$ cat src/sv/scalar_kalman_filter_step_defines.svh
// ----------------------------------------------------------------------------
// Scalar Kalman filter step: assertion macros
// Shared property forms, clocked on clk and disabled while rst_n is low.
// ----------------------------------------------------------------------------
`ifndef SCALAR_KALMAN_FILTER_STEP_DEFINES_SVH
`define SCALAR_KALMAN_FILTER_STEP_DEFINES_SVH

// same-cycle implication
`define SKFS_ASSERT_NOW(label, ante, cons, msg) \
    label: assert property (@(posedge clk) disable iff (!rst_n) (ante) |-> (cons)) \
        else $error(msg);

// next-cycle implication
`define SKFS_ASSERT_NEXT(label, ante, cons, msg) \
    label: assert property (@(posedge clk) disable iff (!rst_n) (ante) |=> (cons)) \
        else $error(msg);

`endif

$ cat src/sv/skfs_pkg.sv
// ----------------------------------------------------------------------------
// skfs_pkg
// Types, constants, saturation helpers and the microcode program.
// ----------------------------------------------------------------------------
`default_nettype none

package skfs_pkg;

    localparam int DATA_WIDTH      = 32;
    localparam int FRAC_BITS       = 16;
    localparam int PROD_WIDTH      = 2 * DATA_WIDTH;
    localparam int NOISE_WIDTH     = 31;
    localparam int REG_INDEX_WIDTH = 3;
    localparam int IN_TDATA_WIDTH  = 2 * DATA_WIDTH;
    localparam int OUT_TDATA_WIDTH = 3 * DATA_WIDTH;

    // divider: dividend is num scaled by 2^FRAC_BITS, two quotient bits a cycle
    localparam int DVD_WIDTH       = DATA_WIDTH + FRAC_BITS;
    localparam int DIV_BITS_PER_CY = 2;
    localparam int DIV_CYCLES      = DVD_WIDTH / DIV_BITS_PER_CY;
    localparam int DIV_CNT_WIDTH   = $clog2(DIV_CYCLES + 1);

    localparam int PC_WIDTH        = 5;

    typedef logic signed [DATA_WIDTH-1:0] word_t;
    typedef logic signed [PROD_WIDTH-1:0] prod_t;
    typedef logic [DATA_WIDTH:0]          sum_t;
    typedef logic [NOISE_WIDTH-1:0]       noise_t;
    typedef logic [REG_INDEX_WIDTH-1:0]   reg_index_t;
    typedef logic [PC_WIDTH-1:0]          pc_t;

    localparam word_t WORD_MAX   = {1'b0, {(DATA_WIDTH-1){1'b1}}};
    localparam word_t WORD_MIN   = {1'b1, {(DATA_WIDTH-1){1'b0}}};
    localparam word_t ONE_Q      = word_t'(1 << FRAC_BITS);
    localparam prod_t ROUND_HALF = prod_t'(1) << (FRAC_BITS - 1);

    localparam word_t COEF_RESET  = word_t'(65536);
    localparam noise_t NOISE_RESET = noise_t'(6554);

    // configuration register indexes
    localparam reg_index_t REG_COEF_A     = 3'd0;
    localparam reg_index_t REG_COEF_B     = 3'd1;
    localparam reg_index_t REG_COEF_C     = 3'd2;
    localparam reg_index_t REG_PROC_NOISE = 3'd3;
    localparam reg_index_t REG_MEAS_NOISE = 3'd4;

    typedef enum logic [3:0] {
        UOP_NOP   = 4'd0,
        UOP_LOAD  = 4'd1,
        UOP_MUL   = 4'd2,
        UOP_MWB   = 4'd3,
        UOP_ADD   = 4'd4,
        UOP_SUB   = 4'd5,
        UOP_DIVGO = 4'd6,
        UOP_DIVWB = 4'd7,
        UOP_DONE  = 4'd8
    } uop_t;

    typedef enum logic [3:0] {
        SRC_A    = 4'd0,
        SRC_B    = 4'd1,
        SRC_C    = 4'd2,
        SRC_Q    = 4'd3,
        SRC_R    = 4'd4,
        SRC_U    = 4'd5,
        SRC_Z    = 4'd6,
        SRC_MEAN = 4'd7,
        SRC_VAR  = 4'd8,
        SRC_ONE  = 4'd9,
        SRC_PM   = 4'd10,
        SRC_PV   = 4'd11,
        SRC_NUM  = 4'd12,
        SRC_DEN  = 4'd13,
        SRC_GAIN = 4'd14,
        SRC_X1   = 4'd15
    } src_t;

    typedef enum logic [3:0] {
        DST_NONE = 4'd0,
        DST_PM   = 4'd1,
        DST_PV   = 4'd2,
        DST_NUM  = 4'd3,
        DST_DEN  = 4'd4,
        DST_GAIN = 4'd5,
        DST_X1   = 4'd6,
        DST_MEAN = 4'd7,
        DST_VAR  = 4'd8
    } dst_t;

    // jump conditions; the waiting ones jump to their own step and hold the op
    typedef enum logic [2:0] {
        JC_NEXT     = 3'd0,
        JC_ALWAYS   = 3'd1,
        JC_NO_INPUT = 3'd2,
        JC_DIV_BUSY = 3'd3,
        JC_OUT_FULL = 3'd4
    } jc_t;

    typedef struct packed {
        uop_t op;
        dst_t dst;
        src_t srca;
        src_t srcb;
        jc_t  jc;
        pc_t  target;
    } uword_t;

    typedef struct packed {
        uword_t word;
        logic   fire;
    } seq_ctrl_t;

    typedef struct packed {
        logic in_valid;
        logic div_busy;
        logic out_full;
    } seq_stat_t;

    localparam pc_t PC_LOAD     = 5'd0;
    localparam pc_t PC_DIV_WAIT = 5'd19;
    localparam pc_t PC_DONE     = 5'd31;

    function automatic word_t sat_prod(input prod_t x);
        logic [PROD_WIDTH-DATA_WIDTH:0] hi;
        hi = x[PROD_WIDTH-1:DATA_WIDTH-1];
        if ((&hi) || !(|hi))
            return word_t'(x[DATA_WIDTH-1:0]);
        else if (x[PROD_WIDTH-1])
            return WORD_MIN;
        else
            return WORD_MAX;
    endfunction

    function automatic word_t sat_sum(input sum_t x);
        if (x[DATA_WIDTH] == x[DATA_WIDTH-1])
            return word_t'(x[DATA_WIDTH-1:0]);
        else if (x[DATA_WIDTH])
            return WORD_MIN;
        else
            return WORD_MAX;
    endfunction

    function automatic uword_t uw(input uop_t op, input dst_t dst, input src_t sa,
                                  input src_t sb, input jc_t jc, input pc_t tgt);
        uword_t w;
        w = '{op: op, dst: dst, srca: sa, srcb: sb, jc: jc, target: tgt};
        return w;
    endfunction

    // one step of the filter, one control word per step
    function automatic uword_t ucode(input pc_t pc);
        uword_t w;
        case (pc)
            5'd0:  w = uw(UOP_LOAD,  DST_NONE, SRC_U,    SRC_Z,    JC_NO_INPUT, PC_LOAD);
            // pm = a*mean + b*u
            5'd1:  w = uw(UOP_MUL,   DST_NONE, SRC_A,    SRC_MEAN, JC_NEXT, PC_LOAD);
            5'd2:  w = uw(UOP_MWB,   DST_X1,   SRC_A,    SRC_A,    JC_NEXT, PC_LOAD);
            5'd3:  w = uw(UOP_MUL,   DST_NONE, SRC_B,    SRC_U,    JC_NEXT, PC_LOAD);
            5'd4:  w = uw(UOP_MWB,   DST_PM,   SRC_A,    SRC_A,    JC_NEXT, PC_LOAD);
            5'd5:  w = uw(UOP_ADD,   DST_PM,   SRC_X1,   SRC_PM,   JC_NEXT, PC_LOAD);
            // pv = (a*var)*a + q
            5'd6:  w = uw(UOP_MUL,   DST_NONE, SRC_A,    SRC_VAR,  JC_NEXT, PC_LOAD);
            5'd7:  w = uw(UOP_MWB,   DST_X1,   SRC_A,    SRC_A,    JC_NEXT, PC_LOAD);
            5'd8:  w = uw(UOP_MUL,   DST_NONE, SRC_X1,   SRC_A,    JC_NEXT, PC_LOAD);
            5'd9:  w = uw(UOP_MWB,   DST_X1,   SRC_A,    SRC_A,    JC_NEXT, PC_LOAD);
            5'd10: w = uw(UOP_ADD,   DST_PV,   SRC_X1,   SRC_Q,    JC_NEXT, PC_LOAD);
            // num = pv*c, den = (c*pv)*c + r
            5'd11: w = uw(UOP_MUL,   DST_NONE, SRC_PV,   SRC_C,    JC_NEXT, PC_LOAD);
            5'd12: w = uw(UOP_MWB,   DST_NUM,  SRC_A,    SRC_A,    JC_NEXT, PC_LOAD);
            5'd13: w = uw(UOP_MUL,   DST_NONE, SRC_C,    SRC_PV,   JC_NEXT, PC_LOAD);
            5'd14: w = uw(UOP_MWB,   DST_X1,   SRC_A,    SRC_A,    JC_NEXT, PC_LOAD);
            5'd15: w = uw(UOP_MUL,   DST_NONE, SRC_X1,   SRC_C,    JC_NEXT, PC_LOAD);
            5'd16: w = uw(UOP_MWB,   DST_X1,   SRC_A,    SRC_A,    JC_NEXT, PC_LOAD);
            5'd17: w = uw(UOP_ADD,   DST_DEN,  SRC_X1,   SRC_R,    JC_NEXT, PC_LOAD);
            // gain = num / den
            5'd18: w = uw(UOP_DIVGO, DST_NONE, SRC_NUM,  SRC_DEN,  JC_NEXT, PC_LOAD);
            5'd19: w = uw(UOP_DIVWB, DST_GAIN, SRC_A,    SRC_A,    JC_DIV_BUSY, PC_DIV_WAIT);
            // mean' = pm + gain*(z - c*pm)
            5'd20: w = uw(UOP_MUL,   DST_NONE, SRC_C,    SRC_PM,   JC_NEXT, PC_LOAD);
            5'd21: w = uw(UOP_MWB,   DST_X1,   SRC_A,    SRC_A,    JC_NEXT, PC_LOAD);
            5'd22: w = uw(UOP_SUB,   DST_X1,   SRC_Z,    SRC_X1,   JC_NEXT, PC_LOAD);
            5'd23: w = uw(UOP_MUL,   DST_NONE, SRC_GAIN, SRC_X1,   JC_NEXT, PC_LOAD);
            5'd24: w = uw(UOP_MWB,   DST_X1,   SRC_A,    SRC_A,    JC_NEXT, PC_LOAD);
            5'd25: w = uw(UOP_ADD,   DST_MEAN, SRC_PM,   SRC_X1,   JC_NEXT, PC_LOAD);
            // var' = (1 - gain*c) * pv
            5'd26: w = uw(UOP_MUL,   DST_NONE, SRC_GAIN, SRC_C,    JC_NEXT, PC_LOAD);
            5'd27: w = uw(UOP_MWB,   DST_X1,   SRC_A,    SRC_A,    JC_NEXT, PC_LOAD);
            5'd28: w = uw(UOP_SUB,   DST_X1,   SRC_ONE,  SRC_X1,   JC_NEXT, PC_LOAD);
            5'd29: w = uw(UOP_MUL,   DST_NONE, SRC_X1,   SRC_PV,   JC_NEXT, PC_LOAD);
            5'd30: w = uw(UOP_MWB,   DST_VAR,  SRC_A,    SRC_A,    JC_NEXT, PC_LOAD);
            5'd31: w = uw(UOP_DONE,  DST_NONE, SRC_A,    SRC_A,    JC_OUT_FULL, PC_DONE);
            default: w = uw(UOP_NOP, DST_NONE, SRC_A,    SRC_A,    JC_ALWAYS, PC_LOAD);
        endcase
        return w;
    endfunction

endpackage

`default_nettype wire

$ cat src/sv/scalar_kalman_filter_step.sv
// ----------------------------------------------------------------------------
// scalar_kalman_filter_step
// One-dimensional Kalman filter step in signed Q16.16 fixed point.
// ----------------------------------------------------------------------------
// Usage:
//   Input words on s_axis: control value and observation. Each accepted word
//   runs one predict/update step against the kept mean and variance and
//   yields one result word on m_axis: new mean, new variance and gain.
//   The cfg channel writes coefficients and noise terms by index; it is
//   always ready and is meant to be written while no word is in flight.
//   The next input word is accepted only once the last one's program is
//   back on its load step. The divider works two quotient bits a cycle over
//   a 48-bit scaled dividend; the other microcode steps run one per cycle,
//   unless held on a waiting step, through a single multiplier and adder.
//   Reset clears mean and variance to zero and loads the coefficient
//   defaults (a = b = c = 1.0, q = r = 6554).
//   The result sits in an output register; the next input word is accepted
//   while it waits. If the receiver still stalls when the next result is
//   done, the program holds on its final step until the register frees.
// ----------------------------------------------------------------------------
`default_nettype none
`include "scalar_kalman_filter_step_defines.svh"

module scalar_kalman_filter_step (
    input  wire logic                                    clk,
    input  wire logic                                    rst_n,
    // control_value [31:0], observed_value [63:32]
    input  wire logic [skfs_pkg::IN_TDATA_WIDTH-1:0]     s_axis_tdata,
    input  wire logic                                    s_axis_tvalid,
    output logic                                         s_axis_tready,
    // new_mean [31:0], new_variance [63:32], gain_out [95:64]
    output logic [skfs_pkg::OUT_TDATA_WIDTH-1:0]         m_axis_tdata,
    output logic                                         m_axis_tvalid,
    input  wire logic                                    m_axis_tready,
    input  wire logic                                    cfg_valid,
    output logic                                         cfg_ready,
    input  wire logic [skfs_pkg::REG_INDEX_WIDTH-1:0]    cfg_index,
    input  wire logic [skfs_pkg::DATA_WIDTH-1:0]         cfg_data
);

    localparam int DW = skfs_pkg::DATA_WIDTH;

    skfs_pkg::seq_ctrl_t ctrl;
    skfs_pkg::seq_stat_t stat;
    skfs_pkg::word_t     mean;
    skfs_pkg::word_t     variance;
    skfs_pkg::word_t     gain;
    logic                div_busy;
    logic                done_fire;
    logic                out_valid_reg;
    logic                out_valid_next;
    logic [skfs_pkg::OUT_TDATA_WIDTH-1:0] out_data_reg;

    assign cfg_ready     = 1'b1;
    assign s_axis_tready = (ctrl.word.op == skfs_pkg::UOP_LOAD);
    assign done_fire     = ctrl.fire && (ctrl.word.op == skfs_pkg::UOP_DONE);

    assign stat.in_valid = s_axis_tvalid;
    assign stat.div_busy = div_busy;
    assign stat.out_full = out_valid_reg && !m_axis_tready;

    skfs_sequencer u_seq (
        .clk   (clk),
        .rst_n (rst_n),
        .stat  (stat),
        .ctrl  (ctrl)
    );

    skfs_dp u_dp (
        .clk            (clk),
        .rst_n          (rst_n),
        .ctrl           (ctrl),
        .control_value  (skfs_pkg::word_t'(s_axis_tdata[DW-1:0])),
        .observed_value (skfs_pkg::word_t'(s_axis_tdata[2*DW-1:DW])),
        .cfg_we         (cfg_valid && cfg_ready),
        .cfg_index      (cfg_index),
        .cfg_data       (cfg_data),
        .mean           (mean),
        .variance       (variance),
        .gain           (gain),
        .div_busy       (div_busy)
    );

    always_comb
    begin
        out_valid_next = out_valid_reg;
        if (m_axis_tready)
            out_valid_next = 1'b0;
        if (done_fire)
            out_valid_next = 1'b1;
    end

    always_ff @(posedge clk or negedge rst_n)
    begin
        if (!rst_n)
            out_valid_reg <= 1'b0;
        else
            out_valid_reg <= out_valid_next;
    end

    always_ff @(posedge clk)
    begin
        if (done_fire)
            out_data_reg <= {gain, variance, mean};
    end

    assign m_axis_tvalid = out_valid_reg;
    assign m_axis_tdata  = out_data_reg;

    `SKFS_ASSERT_NEXT(a_done_shows, done_fire, m_axis_tvalid, "finished result not presented")
    `SKFS_ASSERT_NOW(a_no_overwrite, done_fire, !(out_valid_reg && !m_axis_tready), "pending result overwritten")
    `SKFS_ASSERT_NOW(a_load_div_idle, s_axis_tready, !div_busy, "input taken while divider busy")
    `SKFS_ASSERT_NEXT(a_one_accept, s_axis_tvalid && s_axis_tready, !s_axis_tready, "second word taken mid-step")

endmodule

`default_nettype wire

$ cat src/sv/skfs_sequencer.sv
// ----------------------------------------------------------------------------
// skfs_sequencer
// Step counter over the microcode table with conditional jumps.
// ----------------------------------------------------------------------------
`default_nettype none

module skfs_sequencer (
    input  wire logic                  clk,
    input  wire logic                  rst_n,
    input  wire skfs_pkg::seq_stat_t   stat,
    output skfs_pkg::seq_ctrl_t        ctrl
);

    skfs_pkg::pc_t    pc_reg;
    skfs_pkg::pc_t    pc_next;
    skfs_pkg::uword_t word;
    logic             cond;

    assign word = skfs_pkg::ucode(pc_reg);

    always_comb
    begin
        unique case (word.jc)
            skfs_pkg::JC_NEXT:     cond = 1'b0;
            skfs_pkg::JC_ALWAYS:   cond = 1'b1;
            skfs_pkg::JC_NO_INPUT: cond = !stat.in_valid;
            skfs_pkg::JC_DIV_BUSY: cond = stat.div_busy;
            skfs_pkg::JC_OUT_FULL: cond = stat.out_full;
            default:               cond = 1'b0;
        endcase
    end

    // a waiting step only executes once its condition clears
    assign ctrl.word = word;
    assign ctrl.fire = !cond || (word.jc == skfs_pkg::JC_ALWAYS);

    always_comb
    begin
        if (cond)
            pc_next = word.target;
        else if (word.op == skfs_pkg::UOP_DONE)
            pc_next = skfs_pkg::PC_LOAD;
        else
            pc_next = pc_reg + skfs_pkg::pc_t'(1);
    end

    always_ff @(posedge clk or negedge rst_n)
    begin
        if (!rst_n)
            pc_reg <= skfs_pkg::PC_LOAD;
        else
            pc_reg <= pc_next;
    end

endmodule

`default_nettype wire

$ cat src/sv/skfs_div.sv
// ----------------------------------------------------------------------------
// skfs_div
// Signed fixed-point divider: (num << FRAC_BITS) / den, truncated, saturated.
// Restoring, two quotient bits per cycle; zero divisor yields zero.
// ----------------------------------------------------------------------------
`default_nettype none
`include "scalar_kalman_filter_step_defines.svh"

module skfs_div (
    input  wire logic          clk,
    input  wire logic          rst_n,
    input  wire logic          start,
    input  wire skfs_pkg::word_t num,
    input  wire skfs_pkg::word_t den,
    output logic               busy,
    output skfs_pkg::word_t    quot
);

    localparam int DW = skfs_pkg::DATA_WIDTH;
    localparam int VW = skfs_pkg::DVD_WIDTH;
    localparam logic [VW-1:0] MAG_POS_MAX = VW'({1'b0, {(DW-1){1'b1}}});
    localparam logic [VW-1:0] MAG_NEG_MAX = MAG_POS_MAX + VW'(1);

    logic                                busy_reg;
    logic [skfs_pkg::DIV_CNT_WIDTH-1:0]  cnt_reg;
    logic [DW-1:0]                       rem_reg;
    logic [DW-1:0]                       rem_next;
    logic [VW-1:0]                       quo_reg;
    logic [VW-1:0]                       quo_next;
    logic [DW-1:0]                       dvs_reg;
    logic                                neg_reg;
    logic                                zero_reg;
    logic [DW-1:0]                       abs_num;
    logic [DW-1:0]                       abs_den;

    assign abs_num = num[DW-1] ? (~num + DW'(1)) : num;
    assign abs_den = den[DW-1] ? (~den + DW'(1)) : den;

    always_comb
    begin
        logic [DW:0] trial;
        rem_next = rem_reg;
        quo_next = quo_reg;
        for (int i = 0; i < skfs_pkg::DIV_BITS_PER_CY; i++)
        begin
            trial = {rem_next, quo_next[VW-1]};
            if (trial >= {1'b0, dvs_reg})
            begin
                trial    = trial - {1'b0, dvs_reg};
                rem_next = trial[DW-1:0];
                quo_next = {quo_next[VW-2:0], 1'b1};
            end
            else
            begin
                rem_next = trial[DW-1:0];
                quo_next = {quo_next[VW-2:0], 1'b0};
            end
        end
    end

    always_ff @(posedge clk or negedge rst_n)
    begin
        if (!rst_n)
        begin
            busy_reg <= 1'b0;
            cnt_reg  <= '0;
            zero_reg <= 1'b1;
        end
        else if (start)
        begin
            busy_reg <= (den != '0);
            zero_reg <= (den == '0);
            cnt_reg  <= skfs_pkg::DIV_CNT_WIDTH'(skfs_pkg::DIV_CYCLES);
        end
        else if (busy_reg)
        begin
            cnt_reg <= cnt_reg - skfs_pkg::DIV_CNT_WIDTH'(1);
            if (cnt_reg == skfs_pkg::DIV_CNT_WIDTH'(1))
                busy_reg <= 1'b0;
        end
    end

    always_ff @(posedge clk)
    begin
        if (start)
        begin
            rem_reg <= '0;
            quo_reg <= {abs_num, {skfs_pkg::FRAC_BITS{1'b0}}};
            dvs_reg <= abs_den;
            neg_reg <= num[DW-1] ^ den[DW-1];
        end
        else if (busy_reg)
        begin
            rem_reg <= rem_next;
            quo_reg <= quo_next;
        end
    end

    always_comb
    begin
        if (zero_reg)
            quot = '0;
        else if (!neg_reg)
            quot = (quo_reg > MAG_POS_MAX) ? skfs_pkg::WORD_MAX
                                           : skfs_pkg::word_t'(quo_reg[DW-1:0]);
        else
            quot = (quo_reg > MAG_NEG_MAX) ? skfs_pkg::WORD_MIN
                                           : skfs_pkg::word_t'(~quo_reg[DW-1:0] + DW'(1));
    end

    assign busy = busy_reg;

    `SKFS_ASSERT_NEXT(a_div_runs, start && (den != '0), busy_reg, "divider did not start")
    `SKFS_ASSERT_NEXT(a_div_zero, start && (den == '0), !busy_reg && (quot == '0), "zero divisor must give zero at once")

endmodule

`default_nettype wire

$ cat src/sv/skfs_dp.sv
// ----------------------------------------------------------------------------
// skfs_dp
// Datapath: coefficient registers, working registers, one multiplier with
// round/saturate writeback, saturating adder, and the divider.
// ----------------------------------------------------------------------------
`default_nettype none

module skfs_dp (
    input  wire logic                                   clk,
    input  wire logic                                   rst_n,
    input  wire skfs_pkg::seq_ctrl_t                    ctrl,
    input  wire skfs_pkg::word_t                        control_value,
    input  wire skfs_pkg::word_t                        observed_value,
    input  wire logic                                   cfg_we,
    input  wire logic [skfs_pkg::REG_INDEX_WIDTH-1:0]   cfg_index,
    input  wire logic [skfs_pkg::DATA_WIDTH-1:0]        cfg_data,
    output skfs_pkg::word_t                             mean,
    output skfs_pkg::word_t                             variance,
    output skfs_pkg::word_t                             gain,
    output logic                                        div_busy
);

    localparam int DW = skfs_pkg::DATA_WIDTH;

    skfs_pkg::word_t  coef_a_reg;
    skfs_pkg::word_t  coef_b_reg;
    skfs_pkg::word_t  coef_c_reg;
    skfs_pkg::noise_t proc_noise_reg;
    skfs_pkg::noise_t meas_noise_reg;
    skfs_pkg::word_t  mean_reg;
    skfs_pkg::word_t  variance_reg;
    skfs_pkg::word_t  u_reg;
    skfs_pkg::word_t  z_reg;
    skfs_pkg::word_t  pm_reg;
    skfs_pkg::word_t  pv_reg;
    skfs_pkg::word_t  num_reg;
    skfs_pkg::word_t  den_reg;
    skfs_pkg::word_t  gain_reg;
    skfs_pkg::word_t  x1_reg;
    skfs_pkg::prod_t  prod_reg;
    skfs_pkg::prod_t  prod_round;
    skfs_pkg::word_t  opa;
    skfs_pkg::word_t  opb;
    skfs_pkg::word_t  wr_data;
    skfs_pkg::word_t  div_quot;
    logic             wr_en;
    logic             div_start;
    skfs_pkg::uop_t   op;

    assign op = ctrl.word.op;

    function automatic skfs_pkg::word_t pick(input skfs_pkg::src_t s,
        input skfs_pkg::word_t a, input skfs_pkg::word_t b, input skfs_pkg::word_t c,
        input skfs_pkg::noise_t q, input skfs_pkg::noise_t r,
        input skfs_pkg::word_t u, input skfs_pkg::word_t z,
        input skfs_pkg::word_t m, input skfs_pkg::word_t v,
        input skfs_pkg::word_t pm, input skfs_pkg::word_t pv,
        input skfs_pkg::word_t nm, input skfs_pkg::word_t dn,
        input skfs_pkg::word_t g, input skfs_pkg::word_t x1);
        skfs_pkg::word_t w;
        unique case (s)
            skfs_pkg::SRC_A:    w = a;
            skfs_pkg::SRC_B:    w = b;
            skfs_pkg::SRC_C:    w = c;
            skfs_pkg::SRC_Q:    w = skfs_pkg::word_t'({1'b0, q});
            skfs_pkg::SRC_R:    w = skfs_pkg::word_t'({1'b0, r});
            skfs_pkg::SRC_U:    w = u;
            skfs_pkg::SRC_Z:    w = z;
            skfs_pkg::SRC_MEAN: w = m;
            skfs_pkg::SRC_VAR:  w = v;
            skfs_pkg::SRC_ONE:  w = skfs_pkg::ONE_Q;
            skfs_pkg::SRC_PM:   w = pm;
            skfs_pkg::SRC_PV:   w = pv;
            skfs_pkg::SRC_NUM:  w = nm;
            skfs_pkg::SRC_DEN:  w = dn;
            skfs_pkg::SRC_GAIN: w = g;
            skfs_pkg::SRC_X1:   w = x1;
            default:            w = '0;
        endcase
        return w;
    endfunction

    assign opa = pick(ctrl.word.srca, coef_a_reg, coef_b_reg, coef_c_reg,
                      proc_noise_reg, meas_noise_reg, u_reg, z_reg, mean_reg,
                      variance_reg, pm_reg, pv_reg, num_reg, den_reg, gain_reg, x1_reg);
    assign opb = pick(ctrl.word.srcb, coef_a_reg, coef_b_reg, coef_c_reg,
                      proc_noise_reg, meas_noise_reg, u_reg, z_reg, mean_reg,
                      variance_reg, pm_reg, pv_reg, num_reg, den_reg, gain_reg, x1_reg);

    // round half up, then floor shift
    assign prod_round = (prod_reg + skfs_pkg::ROUND_HALF) >>> skfs_pkg::FRAC_BITS;

    always_comb
    begin
        wr_en   = 1'b0;
        wr_data = '0;
        case (op) inside
            skfs_pkg::UOP_MWB:
            begin
                wr_en   = ctrl.fire;
                wr_data = skfs_pkg::sat_prod(prod_round);
            end
            skfs_pkg::UOP_ADD:
            begin
                wr_en   = ctrl.fire;
                wr_data = skfs_pkg::sat_sum({opa[DW-1], opa} + {opb[DW-1], opb});
            end
            skfs_pkg::UOP_SUB:
            begin
                wr_en   = ctrl.fire;
                wr_data = skfs_pkg::sat_sum({opa[DW-1], opa} - {opb[DW-1], opb});
            end
            skfs_pkg::UOP_DIVWB:
            begin
                wr_en   = ctrl.fire;
                wr_data = div_quot;
            end
            default:
            begin
                wr_en   = 1'b0;
                wr_data = '0;
            end
        endcase
    end

    assign div_start = ctrl.fire && (op == skfs_pkg::UOP_DIVGO);

    skfs_div u_div (
        .clk   (clk),
        .rst_n (rst_n),
        .start (div_start),
        .num   (opa),
        .den   (opb),
        .busy  (div_busy),
        .quot  (div_quot)
    );

    always_ff @(posedge clk or negedge rst_n)
    begin
        if (!rst_n)
        begin
            coef_a_reg     <= skfs_pkg::COEF_RESET;
            coef_b_reg     <= skfs_pkg::COEF_RESET;
            coef_c_reg     <= skfs_pkg::COEF_RESET;
            proc_noise_reg <= skfs_pkg::NOISE_RESET;
            meas_noise_reg <= skfs_pkg::NOISE_RESET;
        end
        else if (cfg_we)
        begin
            case (cfg_index)
                skfs_pkg::REG_COEF_A:     coef_a_reg     <= cfg_data;
                skfs_pkg::REG_COEF_B:     coef_b_reg     <= cfg_data;
                skfs_pkg::REG_COEF_C:     coef_c_reg     <= cfg_data;
                skfs_pkg::REG_PROC_NOISE: proc_noise_reg <= cfg_data[skfs_pkg::NOISE_WIDTH-1:0];
                skfs_pkg::REG_MEAS_NOISE: meas_noise_reg <= cfg_data[skfs_pkg::NOISE_WIDTH-1:0];
                default:                  ;
            endcase
        end
    end

    always_ff @(posedge clk or negedge rst_n)
    begin
        if (!rst_n)
        begin
            mean_reg     <= '0;
            variance_reg <= '0;
        end
        else if (wr_en)
        begin
            if (ctrl.word.dst == skfs_pkg::DST_MEAN)
                mean_reg <= wr_data;
            if (ctrl.word.dst == skfs_pkg::DST_VAR)
                variance_reg <= wr_data;
        end
    end

    always_ff @(posedge clk)
    begin
        if (ctrl.fire && (op == skfs_pkg::UOP_LOAD))
        begin
            u_reg <= control_value;
            z_reg <= observed_value;
        end
        if (ctrl.fire && (op == skfs_pkg::UOP_MUL))
            prod_reg <= opa * opb;
        if (wr_en)
        begin
            unique case (ctrl.word.dst)
                skfs_pkg::DST_PM:   pm_reg   <= wr_data;
                skfs_pkg::DST_PV:   pv_reg   <= wr_data;
                skfs_pkg::DST_NUM:  num_reg  <= wr_data;
                skfs_pkg::DST_DEN:  den_reg  <= wr_data;
                skfs_pkg::DST_GAIN: gain_reg <= wr_data;
                skfs_pkg::DST_X1:   x1_reg   <= wr_data;
                default:            ;
            endcase
        end
    end

    assign mean     = mean_reg;
    assign variance = variance_reg;
    assign gain     = gain_reg;

endmodule

`default_nettype wire
$ cat config.mk
export PLATFORM = sky130hd
export DESIGN_NAME = scalar_kalman_filter_step
export DESIGN_NICKNAME = d
export VERILOG_FILES = /design/src/sv/skfs_pkg.sv /design/src/sv/scalar_kalman_filter_step.sv /design/src/sv/skfs_sequencer.sv /design/src/sv/skfs_div.sv /design/src/sv/skfs_dp.sv
export VERILOG_INCLUDE_DIRS = /design/src /design/src/sv
export SDC_FILE = /design/constraint.sdc
export NUM_CORES = 2
export LEC_CHECK = 0
export ABC_CLOCK_PERIOD_IN_PS = 12200
export BUFFER_PORTS_ARGS = -buffer_cell sky130_fd_sc_hd__buf_4
export CAP_MARGIN = 10
export CORE_ASPECT_RATIO = 0.9
export CORE_MARGIN = 1
export CORE_UTILIZATION = 39
export CTS_BUF_LIST = sky130_fd_sc_hd__clkbuf_4
export DETAILED_ROUTE_END_ITERATION = 8
export SLEW_MARGIN = 40
export SYNTH_ARGS = -nofsm -noshare
export SYNTH_HDL_FRONTEND = slang
export SYNTH_SLANG_ARGS = --single-unit
export TNS_END_PERCENT = 1
$ cat constraint.sdc
create_clock -name clk -period 12.2 [get_ports clk]
set_input_delay 0.61 -clock clk [delete_from_list [all_inputs] [get_ports clk]]
set_output_delay 0.61 -clock clk [all_outputs]
set_load 0.02 [all_outputs]
==> results by group <==
Synthesis
  • Post-Syn Instances: 8094
  • Most frequent cell after synthesis: inv_1
  • Mean Syn Cell Area: 9.694 µm²
  • Mapped cell area: 78460 µm²
  • Synth unique cells: 117
  • Most used DFF post-synth: edfxtp_1
  • Synth area leader: fa_1
  • Area contributors post-synth: fa_1, edfxtp_1, dfrtp_1
  • Syn Nets: 9605
  • Yosys reg bits: 749
  • Post-synth top cells: inv_1, fa_1, nand2_1
  • Async SR Flop Fraction: 31.38%
  • Yosys warns: 0
  • Post-synth EDFFs: 466
  • Post-synthesis sequential area ratio: 26.58%
  • Top cell type's share of synthesized area: 27.68%

Critical path
  • Worst Path Max Fanout: 29
  • Worst r2r src: u_seq.pc_reg[0]$_DFF_PN0_
  • CP endpoint kind: register
  • Crit Path Category: register to register
  • RR Endpoint: u_dp.prod_reg[58]$_DFFE_PP_
  • CP max-delay cell: dfrtp_1
  • Crit-path most repeated cell: fa_1
  • Buffers & Inverters on Critical Path: 9
  • Worst-case reg-to-reg path depth: 40
  • WP data required: 13.25 ns
  • Crit path max-delay family: adder cells
  • R2R setup slack: 0.32 ns
  • Slowest stage delay, CP: 0.55 ns
  • Worst Setup Start Kind: register
  • Critical Path AT: 12.92 ns

Hold path
  • Hold crit path type: input pin to register
  • Min-delay src: m_axis_tready
  • Worst Hold End: m_axis_tvalid$_DFFE_PN0P_
  • WHS Path Cells: 3

Die
  • Starting density of the core: 39.40%
  • Io pins: 203
  • Die width: 474.8 µm
  • CORE AREA: 199200 µm²
  • Rows: 155
  • Die Y: 427.5 µm
  • Full die area: 203000 µm²

Timing
  • Slew @ Worst Pin: 0.9581 ns
  • Final min period: 11.88 ns
  • Worst rel slew slack: 35.70%
  • Period utilization: 97.34%
  • Setup violators final: 0
  • Max Clk Rate: 84.21 MHz
  • Worst Setup Slack, final: 0.3242 ns
  • Hold Vio Cnt, Final: 0
  • Setup Skew: 0.09569 ns
  • Slew Viols, Final: 0
  • Setup Total Neg Slack: 0 ns
  • RSZ-0062 raised after global routing: false

Flow run
  • Max Cap Viol: 0

Cells and area
  • Fillers: 19070
  • Final net count: 10240
  • Max reg flops: 96
  • Fin cells: 11590
  • P&R area growth vs syn: 15.92%
  • Layout Utilization: 45.67%
  • Share of post-route cells with drive strength above 1: 16.54%

Clocking
  • Clk root buf: clkbuf_4
  • Clock-pin slew on the worst setup and hold paths: 0.06 ns
  • CTS tree: done
  • Setup Fix Bufs, Post-CTS: 0
  • Clk_lat worst skew: 1.30 ns
  • Total CTS buffers: 203
  • Clock tree buffer depth: 3
  • Sink Count: 749
  • H-tree depth: 4

GRT
  • Largest net degree at the start of global routing: 70
  • GR peak layer: met2
  • Global-route track usage on met3: 8.428%
  • GRT Util Overall: 34.40%
  • M1 GR Usage: 48.58%
  • GRT met2 Usage: 50.37%
  • Grt total ovfl: 0
  • Initial antenna violation count: 21
  • Vias in the first global route: 68120
  • First-pass GRT wire length: 498100 µm

Drt
  • Wire per inst: 29.91 µm
  • Vias: 67880
  • Post-DR vias/cell: 5.857
  • Final routed DRC violation total: 0
  • Number of antenna-violating nets in the routed design: 0
  • Final WL: 346600 µm
  • DRT Pass-1 Iters: 8
  • Drt first-iter violations: 8192

Placement
  • Post-detail-place hpwl: 271700 µm
  • Port Buf Inserts: 201
  • RePlAce Congestion: 1.049
  • Post-placement cell count: 11050
  • Worst slack, placed: 0.3406 ns

Status
  • Outcome: finished clean
-- per-layer routing --
layer  vias up  part of all wire (%)
met5         -                 0.030
met4        14                   4.7
met3       756                    11
met2      4043                    42
met1     34700                    42
li1      28370                     -
-- cell families after synthesis --
group	Yosys count	synth area share (%)
AND/OR/NAND/NOR	2348	13.24
buffers and inverters	1644	8.239
AO/OA/AOI/OAI	1405	12.31
adder cells (fa/ha/maj)	1407	32.82
other	1	0.004779
XOR/XNOR	262	2.925
flip-flops	749	26.58
multiplexers	278	3.878
-- metrics by stage --
step / instance area [µm²] / hold WS [ns]
2_1_floorplan: 78460 / 0.3144
3_3_place_gp: 86430 / 0.4703
3_5_place_dp: 86620 / 0.4638
4_1_cts: 90840 / 0.003338
5_1_grt: 90940 / 0.01569
6_report: 90950 / 0.09035
-- how the worst max path moves through the flow --
stage | endpoint | slack (ns) | depth (start not counted) | startpoint
after floorplan | u_dp.prod_reg[60]$_DFFE_PP_ | 1.37 | 42 | u_seq.pc_reg[1]$_DFF_PN0_
after global placement | u_dp.prod_reg[41]$_DFFE_PP_ | 0.32 | 35 | u_seq.pc_reg[3]$_DFF_PN0_
after detailed placement | u_dp.prod_reg[41]$_DFFE_PP_ | 0.34 | 38 | u_seq.pc_reg[0]$_DFF_PN0_
after CTS | u_dp.prod_reg[41]$_DFFE_PP_ | 0.24 | 38 | u_seq.pc_reg[0]$_DFF_PN0_
after global routing | u_dp.prod_reg[58]$_DFFE_PP_ | 0.01 | 40 | u_seq.pc_reg[0]$_DFF_PN0_
final | u_dp.prod_reg[58]$_DFFE_PP_ | 0.32 | 40 | u_seq.pc_reg[0]$_DFF_PN0_
-- final cells by class --
type	instances	area (µm²)	share of cell area, %
clock buffer	306	2297	2.526
sequential	749	20860	22.94
multi-input combinational	5701	51900	57.06
antenna	12	30.03	0.03302
clock inverter	76	424.2	0.4663
tap	2669	3339	3.672
inverter	1208	4541	4.992
timing repair buffer	868	7564	8.316
-- worst reg2reg max path, delay by kind of cell, from the launching register on --
family	cells	cell delay (ns)
flip-flops	1	0.55
AND/OR/NAND/NOR	8	2.01
adder cells (fa/ha/maj)	10	4.66
buffers and inverters	9	1.54
AO/OA/AOI/OAI	13	2.87
-- repair_timing --
action,4_1_cts,5_1_grt
hold buffers,148,1
endpoints found under the hold margin,403,3
resized for setup,0,9
endpoints found under the setup margin,0,26
-- placed cells by master (no fill, tap or decap), types with 32 or more instances in the layout --
master and n:
o31ai_1 36, a221oi_1 38, dfxtp_1 48, nand4_1 49
nand2_1 877, nor2b_1 46, nor3_1 96, o22ai_1 54
mux2_2 201, nand3_1 175, clkinv_1 69, buf_12 46
buf_4 662, nor2_1 790, xnor2_1 190, clkbuf_4 306
a21o_1 63, inv_1 1176, edfxtp_1 466, ha_1 322
dfrtp_1 216, a22o_1 51, xor2_1 71, nand2b_1 43
dlygate4sd3_1 148, and3_1 36, mux2i_1 73, o21bai_1 32
a31oi_1 43, a21oi_1 298, a22oi_1 120, fa_1 1085
o21ai_0 276, a32oi_1 32
Power is left out: the tool's default activity adds up to more than one toggle a clock period on the data nets, which glitch-free logic cannot reach.
